[src/rtl/arm_pkg.sv]
// ---------------------------------------------------------------------------
// arm_pkg: shared types and codes of the anomaly rule matcher
// Request and condition codes, the stored rule record and the control
// group that the sequencer sends to the rule table.
// ---------------------------------------------------------------------------
package arm_pkg;

   // Request codes carried in req_type.
   localparam logic [1:0] REQ_RECORD     = 2'd0;
   localparam logic [1:0] REQ_WRITE      = 2'd1;
   localparam logic [1:0] REQ_ACTIVATE   = 2'd2;
   localparam logic [1:0] REQ_DEACTIVATE = 2'd3;

   // Rule conditions as stored in the table.
   localparam logic [1:0] COND_SINGLE     = 2'd0;
   localparam logic [1:0] COND_CONTINUOUS = 2'd1;
   localparam logic [1:0] COND_CUMULATIVE = 2'd2;

   localparam logic STATUS_OK      = 1'b0;
   localparam logic STATUS_ILLEGAL = 1'b1;

   // Fields of one rule that only a rule write changes.
   typedef struct packed {
      logic [7:0] grp;
      logic [7:0] lcl;
      logic [1:0] cond;
      logic [7:0] thr;
      logic [7:0] action;
   } rule_param_type;

   // Write strobes from the sequencer to the rule table.
   typedef struct packed {
      logic param_we;
      logic cd_we;
      logic act_set;
      logic act_clr;
   } tbl_ctl_type;

endpackage

[src/rtl/arm_req_if.sv]
// ---------------------------------------------------------------------------
// arm_req_if: request channel of the anomaly rule matcher
// Valid/ready channel that carries one request item per handshake.
// ---------------------------------------------------------------------------
interface arm_req_if;
   logic        valid;
   logic        ready;
   logic [1:0]  req_type;
   logic [7:0]  rule_index;
   logic [7:0]  code_group;
   logic [7:0]  code_local;
   logic [7:0]  condition;
   logic [7:0]  threshold;
   logic [7:0]  action_id;
   logic [15:0] repeat_count;
   logic        newest_flag;

   modport source (
      output valid, req_type, rule_index, code_group, code_local, condition,
             threshold, action_id, repeat_count, newest_flag,
      input  ready
   );

   modport sink (
      input  valid, req_type, rule_index, code_group, code_local, condition,
             threshold, action_id, repeat_count, newest_flag,
      output ready
   );
endinterface

[src/rtl/arm_rsp_if.sv]
// ---------------------------------------------------------------------------
// arm_rsp_if: response channel of the anomaly rule matcher
// Valid/ready channel that carries one response item per handshake.
// ---------------------------------------------------------------------------
interface arm_rsp_if;
   logic        valid;
   logic        ready;
   logic        status;
   logic        fired;
   logic [4:0]  fired_rule;
   logic [7:0]  fired_action;
   logic [15:0] responses_total;

   modport source (
      output valid, status, fired, fired_rule, fired_action, responses_total,
      input  ready
   );

   modport sink (
      input  valid, status, fired, fired_rule, fired_action, responses_total,
      output ready
   );
endinterface

[src/rtl/anomaly_rule_matcher.sv]
// ---------------------------------------------------------------------------
// anomaly_rule_matcher: response rule table matched against anomaly records
// Keeps RULE_SLOTS rules and answers each request item with one response.
// ---------------------------------------------------------------------------
// Requests arrive on req_chan (valid/ready) and every request gives exactly
// one response on rsp_chan (valid/ready). Write, activate and deactivate
// requests manage the rule table; an anomaly record is matched against the
// rules in index order and the first hit deactivates its rule, bumps the
// response count and returns its action id.
// Write and deactivate requests go straight to the result step; activate
// does one table read before the countdown reload; a record is scanned
// by the sequencer, which checks one rule per cycle and stops at a hit.
// req_chan.ready is high only while no request is in work, so a new
// request is taken only after the last one has passed the result step.
// The response sits in an output register; while the receiver stalls, the
// next request is taken and worked, but it waits before the result step
// until the register is free.
// Reset clears all active flags, the response count and the channel state;
// rule contents stay undefined until written.
// ---------------------------------------------------------------------------
module anomaly_rule_matcher import arm_pkg::*; #(
   parameter int RULE_SLOTS = 16,
   localparam int IdxW = (RULE_SLOTS > 1) ? $clog2(RULE_SLOTS) : 1
) (
   input  logic      clock,
   input  logic      reset,
   arm_req_if.sink   req_chan,
   arm_rsp_if.source rsp_chan
);

   typedef enum logic [3:0] {
      ST_IDLE = 4'b0001,
      ST_SCAN = 4'b0010,
      ST_ACT  = 4'b0100,
      ST_FIN  = 4'b1000
   } state_type;

   localparam logic [IdxW-1:0] LAST_IDX  = IdxW'(RULE_SLOTS - 1);
   localparam logic [4:0]      RULE_NONE = 5'(RULE_SLOTS % 32);

   state_type       state_ff, state_in;
   logic [IdxW-1:0] scan_idx_ff, scan_idx_in;
   logic [IdxW-1:0] idx_ff, idx_in;
   logic [7:0]      grp_ff, grp_in;
   logic [7:0]      lcl_ff, lcl_in;
   logic [15:0]     run_ff, run_in;
   logic            latest_ff, latest_in;
   logic [15:0]     count_ff, count_in;
   logic            res_status_ff, res_status_in;
   logic            res_fired_ff, res_fired_in;
   logic [4:0]      res_rule_ff, res_rule_in;
   logic [7:0]      res_action_ff, res_action_in;
   logic            rsp_valid_ff, rsp_valid_in;
   logic            rsp_status_ff, rsp_status_in;
   logic            rsp_fired_ff, rsp_fired_in;
   logic [4:0]      rsp_rule_ff, rsp_rule_in;
   logic [7:0]      rsp_action_ff, rsp_action_in;
   logic [15:0]     rsp_total_ff, rsp_total_in;

   tbl_ctl_type     tbl_ctl;
   logic [IdxW-1:0] wr_addr;
   logic [IdxW-1:0] rd_addr;
   rule_param_type  param_wdata;
   logic [7:0]      cd_wdata;
   rule_param_type  rd_param;
   logic [7:0]      rd_cd;
   logic            rd_active;

   logic            req_fire;
   logic            idx_ok;
   logic            codes_eq;
   logic            cond_hit;
   logic            scan_hit;
   logic            out_free;

   arm_rule_table #(.RULE_SLOTS(RULE_SLOTS)) u_table (
      .clock       (clock),
      .reset       (reset),
      .ctl         (tbl_ctl),
      .wr_addr     (wr_addr),
      .param_wdata (param_wdata),
      .cd_wdata    (cd_wdata),
      .rd_addr     (rd_addr),
      .rd_param    (rd_param),
      .rd_cd       (rd_cd),
      .rd_active   (rd_active)
   );

   assign req_chan.ready = (state_ff == ST_IDLE);
   assign req_fire       = req_chan.valid && req_chan.ready;
   assign idx_ok         = 9'(req_chan.rule_index) < 9'(RULE_SLOTS);
   assign out_free       = !rsp_valid_ff || rsp_chan.ready;

   // Rule check for the entry whose read data is present in this cycle.
   assign codes_eq = rd_active && (rd_param.grp == grp_ff) && (rd_param.lcl == lcl_ff);

   always_comb begin
      case (rd_param.cond)
         COND_SINGLE:     cond_hit = 1'b1;
         COND_CONTINUOUS: cond_hit = {8'b0, rd_param.thr} < run_ff;
         COND_CUMULATIVE: cond_hit = {8'b0, rd_cd} <= run_ff;
         default:         cond_hit = 1'b0;
      endcase
   end

   assign scan_hit = (state_ff == ST_SCAN) && codes_eq && cond_hit;

   always_comb begin
      state_in      = state_ff;
      scan_idx_in   = scan_idx_ff;
      idx_in        = idx_ff;
      grp_in        = grp_ff;
      lcl_in        = lcl_ff;
      run_in        = run_ff;
      latest_in     = latest_ff;
      count_in      = count_ff;
      res_status_in = res_status_ff;
      res_fired_in  = res_fired_ff;
      res_rule_in   = res_rule_ff;
      res_action_in = res_action_ff;
      rsp_valid_in  = rsp_valid_ff && !rsp_chan.ready;
      rsp_status_in = rsp_status_ff;
      rsp_fired_in  = rsp_fired_ff;
      rsp_rule_in   = rsp_rule_ff;
      rsp_action_in = rsp_action_ff;
      rsp_total_in  = rsp_total_ff;

      tbl_ctl            = '0;
      wr_addr            = req_chan.rule_index[IdxW-1:0];
      rd_addr            = req_chan.rule_index[IdxW-1:0];
      param_wdata.grp    = req_chan.code_group;
      param_wdata.lcl    = req_chan.code_local;
      param_wdata.cond   = req_chan.condition[1:0];
      param_wdata.thr    = req_chan.threshold;
      param_wdata.action = req_chan.action_id;
      cd_wdata           = req_chan.threshold;

      case (state_ff)
         ST_IDLE: begin
            scan_idx_in = '0;
            if (req_chan.req_type == REQ_RECORD) begin
               rd_addr = '0;
            end
            if (req_fire) begin
               idx_in        = req_chan.rule_index[IdxW-1:0];
               grp_in        = req_chan.code_group;
               lcl_in        = req_chan.code_local;
               run_in        = req_chan.repeat_count;
               latest_in     = req_chan.newest_flag;
               res_status_in = STATUS_OK;
               res_fired_in  = 1'b0;
               res_rule_in   = RULE_NONE;
               res_action_in = '0;
               state_in      = ST_FIN;
               if (req_chan.req_type == REQ_RECORD) begin
                  state_in = ST_SCAN;
               end else if (!idx_ok) begin
                  res_status_in = STATUS_ILLEGAL;
               end else begin
                  case (req_chan.req_type)
                     REQ_WRITE: begin
                        if (req_chan.condition > {6'b0, COND_CUMULATIVE}) begin
                           res_status_in = STATUS_ILLEGAL;
                        end else begin
                           tbl_ctl.param_we = 1'b1;
                           tbl_ctl.cd_we    = 1'b1;
                           tbl_ctl.act_clr  = 1'b1;
                        end
                     end
                     REQ_ACTIVATE: begin
                        state_in = ST_ACT;
                     end
                     default: begin
                        tbl_ctl.act_clr = 1'b1;
                     end
                  endcase
               end
            end
         end
         ST_SCAN: begin
            rd_addr     = scan_idx_ff + IdxW'(1);
            wr_addr     = scan_idx_ff;
            cd_wdata    = rd_cd - run_ff[7:0];
            scan_idx_in = scan_idx_ff + IdxW'(1);
            if (scan_hit) begin
               tbl_ctl.act_clr = 1'b1;
               res_fired_in    = 1'b1;
               res_rule_in     = 5'(scan_idx_ff);
               res_action_in   = rd_param.action;
               count_in        = count_ff + 16'd1;
               state_in        = ST_FIN;
            end else begin
               // A cumulative miss on a non-newest record keeps what it counted.
               if (codes_eq && (rd_param.cond == COND_CUMULATIVE) && !latest_ff) begin
                  tbl_ctl.cd_we = 1'b1;
               end
               if (scan_idx_ff == LAST_IDX) begin
                  state_in = ST_FIN;
               end
            end
         end
         ST_ACT: begin
            wr_addr         = idx_ff;
            rd_addr         = idx_ff;
            cd_wdata        = rd_param.thr;
            tbl_ctl.cd_we   = 1'b1;
            tbl_ctl.act_set = 1'b1;
            state_in        = ST_FIN;
         end
         ST_FIN: begin
            if (out_free) begin
               rsp_valid_in  = 1'b1;
               rsp_status_in = res_status_ff;
               rsp_fired_in  = res_fired_ff;
               rsp_rule_in   = res_rule_ff;
               rsp_action_in = res_action_ff;
               rsp_total_in  = count_ff;
               state_in      = ST_IDLE;
            end
         end
         default: begin
            state_in = ST_IDLE;
         end
      endcase
   end

   always_ff @(posedge clock) begin
      if (reset) begin
         state_ff     <= ST_IDLE;
         scan_idx_ff  <= '0;
         count_ff     <= '0;
         rsp_valid_ff <= 1'b0;
      end else begin
         state_ff     <= state_in;
         scan_idx_ff  <= scan_idx_in;
         count_ff     <= count_in;
         rsp_valid_ff <= rsp_valid_in;
      end
   end

   always_ff @(posedge clock) begin
      idx_ff        <= idx_in;
      grp_ff        <= grp_in;
      lcl_ff        <= lcl_in;
      run_ff        <= run_in;
      latest_ff     <= latest_in;
      res_status_ff <= res_status_in;
      res_fired_ff  <= res_fired_in;
      res_rule_ff   <= res_rule_in;
      res_action_ff <= res_action_in;
      rsp_status_ff <= rsp_status_in;
      rsp_fired_ff  <= rsp_fired_in;
      rsp_rule_ff   <= rsp_rule_in;
      rsp_action_ff <= rsp_action_in;
      rsp_total_ff  <= rsp_total_in;
   end

   assign rsp_chan.valid           = rsp_valid_ff;
   assign rsp_chan.status          = rsp_status_ff;
   assign rsp_chan.fired           = rsp_fired_ff;
   assign rsp_chan.fired_rule      = rsp_rule_ff;
   assign rsp_chan.fired_action    = rsp_action_ff;
   assign rsp_chan.responses_total = rsp_total_ff;

`ifndef SYNTHESIS
   // The response count moves only on a rule hit found by the scan.
   a_count_on_hit: assert property (@(posedge clock) disable iff (reset)
      (count_ff != $past(count_ff)) |-> $past(scan_hit))
      else $error("response count changed without a rule hit");

   // A hit ends the scan at once.
   a_hit_ends_scan: assert property (@(posedge clock) disable iff (reset)
      scan_hit |=> (state_ff == ST_FIN))
      else $error("scan went on after a rule hit");

   // A response never reports an illegal request and a fired rule together.
   a_status_fired: assert property (@(posedge clock) disable iff (reset)
      rsp_valid_ff |-> !(rsp_status_ff && rsp_fired_ff))
      else $error("response is both illegal and fired");

   // A new response is loaded only when the output register is free.
   a_no_overwrite: assert property (@(posedge clock) disable iff (reset)
      (rsp_valid_ff && !rsp_chan.ready && (state_ff == ST_FIN)) |=>
         (state_ff == ST_FIN))
      else $error("result step left while the output register was full");
`endif

endmodule

[src/rtl/arm_rule_table.sv]
// ---------------------------------------------------------------------------
// arm_rule_table: storage of the response rules
// Parameter and countdown memories with one write and one registered read
// port each, plus the active flags held in flip-flops.
// ---------------------------------------------------------------------------
module arm_rule_table import arm_pkg::*; #(
   parameter int RULE_SLOTS = 16,
   localparam int IdxW = (RULE_SLOTS > 1) ? $clog2(RULE_SLOTS) : 1
) (
   input  logic           clock,
   input  logic           reset,
   input  tbl_ctl_type    ctl,
   input  logic [IdxW-1:0] wr_addr,
   input  rule_param_type param_wdata,
   input  logic [7:0]     cd_wdata,
   input  logic [IdxW-1:0] rd_addr,
   output rule_param_type rd_param,
   output logic [7:0]     rd_cd,
   output logic           rd_active
);

   rule_param_type             param_mem_ff [RULE_SLOTS];
   logic [7:0]                 cd_mem_ff    [RULE_SLOTS];
   logic [RULE_SLOTS-1:0]      active_ff;
   rule_param_type             rd_param_ff;
   logic [7:0]                 rd_cd_ff;
   logic                       rd_active_ff;

   always_ff @(posedge clock) begin
      if (ctl.param_we) begin
         param_mem_ff[wr_addr] <= param_wdata;
      end
      if (ctl.cd_we) begin
         cd_mem_ff[wr_addr] <= cd_wdata;
      end
      rd_param_ff <= param_mem_ff[rd_addr];
      rd_cd_ff    <= cd_mem_ff[rd_addr];
   end

   always_ff @(posedge clock) begin
      if (reset) begin
         active_ff    <= '0;
         rd_active_ff <= 1'b0;
      end else begin
         if (ctl.act_set) begin
            active_ff[wr_addr] <= 1'b1;
         end else if (ctl.act_clr) begin
            active_ff[wr_addr] <= 1'b0;
         end
         rd_active_ff <= active_ff[rd_addr];
      end
   end

   assign rd_param  = rd_param_ff;
   assign rd_cd     = rd_cd_ff;
   assign rd_active = rd_active_ff;

endmodule
[src/flat_wrapper.sv]
// flat-port wrapper written by rule: the top's interface ports become plain ports
module anomaly_rule_matcher_flat import arm_pkg::*;
#(
   parameter int RULE_SLOTS = 16,
   localparam int IdxW = (RULE_SLOTS > 1) ? $clog2(RULE_SLOTS) : 1
)
  (clock, reset, req_chan_valid, req_chan_req_type, req_chan_rule_index, req_chan_code_group, req_chan_code_local, req_chan_condition, req_chan_threshold, req_chan_action_id, req_chan_repeat_count, req_chan_newest_flag, req_chan_ready, rsp_chan_valid, rsp_chan_status, rsp_chan_fired, rsp_chan_fired_rule, rsp_chan_fired_action, rsp_chan_responses_total, rsp_chan_ready);
  arm_req_if req_chan_i ();
  arm_rsp_if rsp_chan_i ();
  input  logic clock;
  input  logic reset;
  input wire logic [$bits(req_chan_i.valid)-1:0] req_chan_valid;
  input wire logic [$bits(req_chan_i.req_type)-1:0] req_chan_req_type;
  input wire logic [$bits(req_chan_i.rule_index)-1:0] req_chan_rule_index;
  input wire logic [$bits(req_chan_i.code_group)-1:0] req_chan_code_group;
  input wire logic [$bits(req_chan_i.code_local)-1:0] req_chan_code_local;
  input wire logic [$bits(req_chan_i.condition)-1:0] req_chan_condition;
  input wire logic [$bits(req_chan_i.threshold)-1:0] req_chan_threshold;
  input wire logic [$bits(req_chan_i.action_id)-1:0] req_chan_action_id;
  input wire logic [$bits(req_chan_i.repeat_count)-1:0] req_chan_repeat_count;
  input wire logic [$bits(req_chan_i.newest_flag)-1:0] req_chan_newest_flag;
  output wire logic [$bits(req_chan_i.ready)-1:0] req_chan_ready;
  output wire logic [$bits(rsp_chan_i.valid)-1:0] rsp_chan_valid;
  output wire logic [$bits(rsp_chan_i.status)-1:0] rsp_chan_status;
  output wire logic [$bits(rsp_chan_i.fired)-1:0] rsp_chan_fired;
  output wire logic [$bits(rsp_chan_i.fired_rule)-1:0] rsp_chan_fired_rule;
  output wire logic [$bits(rsp_chan_i.fired_action)-1:0] rsp_chan_fired_action;
  output wire logic [$bits(rsp_chan_i.responses_total)-1:0] rsp_chan_responses_total;
  input wire logic [$bits(rsp_chan_i.ready)-1:0] rsp_chan_ready;
  assign req_chan_i.valid = req_chan_valid;
  assign req_chan_i.req_type = req_chan_req_type;
  assign req_chan_i.rule_index = req_chan_rule_index;
  assign req_chan_i.code_group = req_chan_code_group;
  assign req_chan_i.code_local = req_chan_code_local;
  assign req_chan_i.condition = req_chan_condition;
  assign req_chan_i.threshold = req_chan_threshold;
  assign req_chan_i.action_id = req_chan_action_id;
  assign req_chan_i.repeat_count = req_chan_repeat_count;
  assign req_chan_i.newest_flag = req_chan_newest_flag;
  assign req_chan_ready = req_chan_i.ready;
  assign rsp_chan_valid = rsp_chan_i.valid;
  assign rsp_chan_status = rsp_chan_i.status;
  assign rsp_chan_fired = rsp_chan_i.fired;
  assign rsp_chan_fired_rule = rsp_chan_i.fired_rule;
  assign rsp_chan_fired_action = rsp_chan_i.fired_action;
  assign rsp_chan_responses_total = rsp_chan_i.responses_total;
  assign rsp_chan_i.ready = rsp_chan_ready;
  anomaly_rule_matcher #(.RULE_SLOTS(RULE_SLOTS)) u_core (.clock(clock), .reset(reset), .req_chan(req_chan_i), .rsp_chan(rsp_chan_i));
endmodule
[config.mk]
export PLATFORM = sky130hd
export DESIGN_NAME = anomaly_rule_matcher_flat
export DESIGN_NICKNAME = d
export VERILOG_FILES = /design/src/rtl/arm_pkg.sv /design/src/rtl/arm_req_if.sv /design/src/rtl/arm_rsp_if.sv /design/src/rtl/anomaly_rule_matcher.sv /design/src/rtl/arm_rule_table.sv /design/src/flat_wrapper.sv
export SDC_FILE = /design/constraint.sdc
export NUM_CORES = 1
export LEC_CHECK = 0
export BUFFER_PORTS_ARGS = -buffer_cell sky130_fd_sc_hd__buf_2
export CAP_MARGIN = 10
export CORE_MARGIN = 2
export CORE_UTILIZATION = 60
export CTS_BUF_LIST = sky130_fd_sc_hd__clkbuf_4 sky130_fd_sc_hd__clkbuf_8
export DETAILED_ROUTE_END_ITERATION = 7
export PLACE_DENSITY = 0.74
export SETUP_SLACK_MARGIN = 0.3
export SYNTH_ARGS = -nofsm -noshare
export SYNTH_HDL_FRONTEND = slang
export SYNTH_HIERARCHICAL = 1
export SYNTH_SLANG_ARGS = --single-unit
[constraint.sdc]
create_clock -name clock -period 4.9 [get_ports clock]
set_clock_uncertainty 0.15 [all_clocks]
set_input_delay 0.245 -clock clock [delete_from_list [all_inputs] [get_ports clock]]
set_output_delay 0.245 -clock clock [all_outputs]
set_load 0.01 [all_outputs]
==> run metrics <==
status finished clean; Power Density just over 400 nW/um^2; pins over their slew limit 0; FMAX ~230 MHz; Post-DP HPWL 40.0 mm; Main synth FF type edfxtp_1; Root Driver clkbuf_8; worst hold slack 0.0711 ns; worst hold endpoint u_core/run_ff[13]$_DFFE_PP_; CP max FO between 40 and 50; CTS Buffer Depth 3; first-pass GRT wire length 105 mm; # DRC 0; CTS buffer count around 130; Max transition margin 11.9%; CP max stage cell a221o_4; Peak VDD IR roughly 0.32 mV; setup bufs post-CTS 0; post-synthesis register bit count 839; routed len/inst roughly 27 um; Setup crit start kind flip-flop; hold crit path type in -> reg; Finished Core Util 70.3%; share of post-route cells with drive strength above 1 between 30 and 40%; total number of yosys warnings 6; post-synth cell types 60; vias in the first global route 16.9k; Worst Reg-to-Reg Cells 8; Post-Route Setup TNS 0 ns; number of flops mapped to enable cells by yosys ~760; crit end category flip-flop; part of the Yosys area used for sequential elements about three quarters; R2R setup slack 0.62 ns; FF-to-FF Start u_core/state_ff[0]$_SDFFE_PP1P_; met2 wire len 34.6 mm; setup slack after layout ~0.62 ns; Routability Congestion 0.898; IO Count 104; final setup fails 0; worst path cell trace or4b_1, inv_2, nor3_1, a221o_4, buf_4, mux4_2, a22o_1, a221o_1; period utilization 87.3%; final net count 1,918; Routed Antenna Nets 0; ys async rst share 0%; RSZ-0062 raised after global routing no; min Tclk post-route between 4 and 5 ns; CP required around 5.4 ns; Avg Cell Area, Syn between 20 and 25 um^2; Crit Path Class reg -> reg; RR Endpoint u_core/u_table/rd_param[2]$_DFF_P_; leakage 0.0123 uW; Vias 16.6k; largest net degree at the start of global routing 73; vias per cell between 6 and 7; Slew @ Worst Pin 1.31 ns; cell family with most CP delay compound AO/OA/AOI/OAI gates; die area 54,900 um^2; initial core utilization 60.6%; DRT Pass-1 Iters 7; row count 84; grt total ovfl 0; H-tree levels 4; pre-CTS setup slack around 0.59 ns; CTS tree done; DRT Wirelength about 70 mm; clk sinks 839; synthesized instance count 1,549; buffers and inverters on the worst path 2; highest routed layer met4; max incr delay on CP 1.00 ns; Final Hold Violating Endpoints 0; Hold Crit Depth 2; Port Buf Inserts 103; wl on met1 29.0 mm; core area 52,600 um^2; antenna violations before repair 3; maxcap violations 0; DR WL met3 6.08 mm; area delta synth->final 16.0%; clock latency on the worst-skew pair between 0.7 and 0.8 ns; DR iter-0 viols 1,755; Power, Total 15,300 uW; clock transition at the registers of the reported paths ~0.060 ns; cell area after synthesis between 30,000 and 40,000 um^2; most frequent cells in the layout edfxtp_1 (755), mux4_2 (170), clkbuf_8 (147), buf_2 (103), dfxtp_1 (84); WP data arrival 4.78 ns; commonest non-fill, non-tap cell in the layout edfxtp_1; HP Start req_chan_repeat_count[13]; Die H 234 um; Total GRT Usage between 20 and 30%; Mapped Nets around 1.6k; die width 234 um
-- how the worst max path moves through the flow --
stage	startpoint	end	slack [ns]	cells after the start
floorplan	u_core/state_ff[2]$_SDFFE_PP0P_	u_core/u_table/param_mem_ff[11][0]$_DFFE_PP_	0.60	7
global placement	u_core/state_ff[0]$_SDFFE_PP1P_	u_core/u_table/rd_param[5]$_DFF_P_	0.73	8
detailed placement	u_core/state_ff[2]$_SDFFE_PP0P_	u_core/res_action_ff[0]$_SDFFCE_PN0P_	0.59	7
CTS	u_core/state_ff[0]$_SDFFE_PP1P_	u_core/res_action_ff[4]$_SDFFCE_PN0P_	0.57	7
global route	u_core/state_ff[0]$_SDFFE_PP1P_	u_core/u_table/rd_param[2]$_DFF_P_	0.33	8
finish	u_core/state_ff[0]$_SDFFE_PP1P_	u_core/u_table/rd_param[2]$_DFF_P_	0.62	8
-- layer usage --
layer	vias to the layer above	global-route usage [%]
met4	0	10.2
met3	120	6.29
met1	8627	37.3
met5	-	0
met2	839	42.0
li1	7046	-
-- final cells by class --
class	instances	area, um^2
Sequential cell	839	24400
Fill cell	3106	15600
Multi-Input combinational cell	615	7120
Clock buffer	210	2500
Timing Repair Buffer	228	1830
Tap cell	688	861
Clock inverter	28	213
Inverter	14	52.6
Antenna cell	2	5.00
-- synth_stat cells, types with 7 or more instances --
cell type,count,area share (%)
inv_1,13,0.15
nand3_1,12,0.19
clkbuf_1,54,0.64
buf_6,8,0.28
a221o_1,49,1.5
xnor2_1,17,0.47
a21oi_1,29,0.46
nand2_1,28,0.33
mux4_2,170,12
buf_2,8,0.13
nor2_1,39,0.46
nand4_1,11,0.22
dfxtp_1,84,5.3
edfxtp_1,755,71
a22oi_1,23,0.54
o21ai_0,18,0.28
or3_1,13,0.26
a22o_1,42,1.2
o21ai_1,8,0.13
ha_1,17,0.67
xor2_1,7,0.19
and2_1,50,0.98
-- power by group --
group	total, uW	leakage [uW]	switching [uW]	internal (uW)
combinational	1320	0.00335	726	593
clock	5950	0.00144	2610	3340
sequential	8070	0.00751	93.6	7980
-- stage by stage --
| step | cells | instance area [um^2] |
|---|---|---|
| 3_3_place_gp | 2315 | 33500 |
| 5_1_grt | 2623 | 36900 |
| 3_5_place_dp | 2315 | 33500 |
| 4_1_cts | 2622 | 36900 |
| 2_1_floorplan | 1549 | 31800 |
| 6_report | 2624 | 36900 |
-- kinds of logic after synthesis --
logic type / Yosys count / share of synthesized area (%)
buf+inv: 95 / 1.41
compound gates: 193 / 4.71
xor+xnor: 24 / 0.660
fa+ha+maj: 18 / 0.731
flops: 839 / 76.5
mux: 177 / 12.3
simple gates: 203 / 3.72
-- registers in the layout, summed over array words and instances, names as in the netlist, 5 cells and up, named ones only --
signal and count:
u_core/grp_ff 8, u_core/u_table/cd_mem_ff 128, u_core/u_table/rd_param 34, u_core/rsp_chan.fired_action 8, u_core/rsp_chan.responses_total 16, u_core/res_rule_ff 5, u_core/run_ff 16, u_core/count_ff 16
u_core/lcl_ff 8, u_core/u_table/rd_cd 8, u_core/res_action_ff 8, u_core/rsp_chan.fired_rule 5, u_core/u_table/param_mem_ff 544
-- what timing repair did --
action                                  CTS  global route
gates resized for setup                   0             1
endpoints found under the setup margin    0            14
hold endpoints to repair                633             0
hold buffers                             69             0
(Power assumes the default switching activity.)
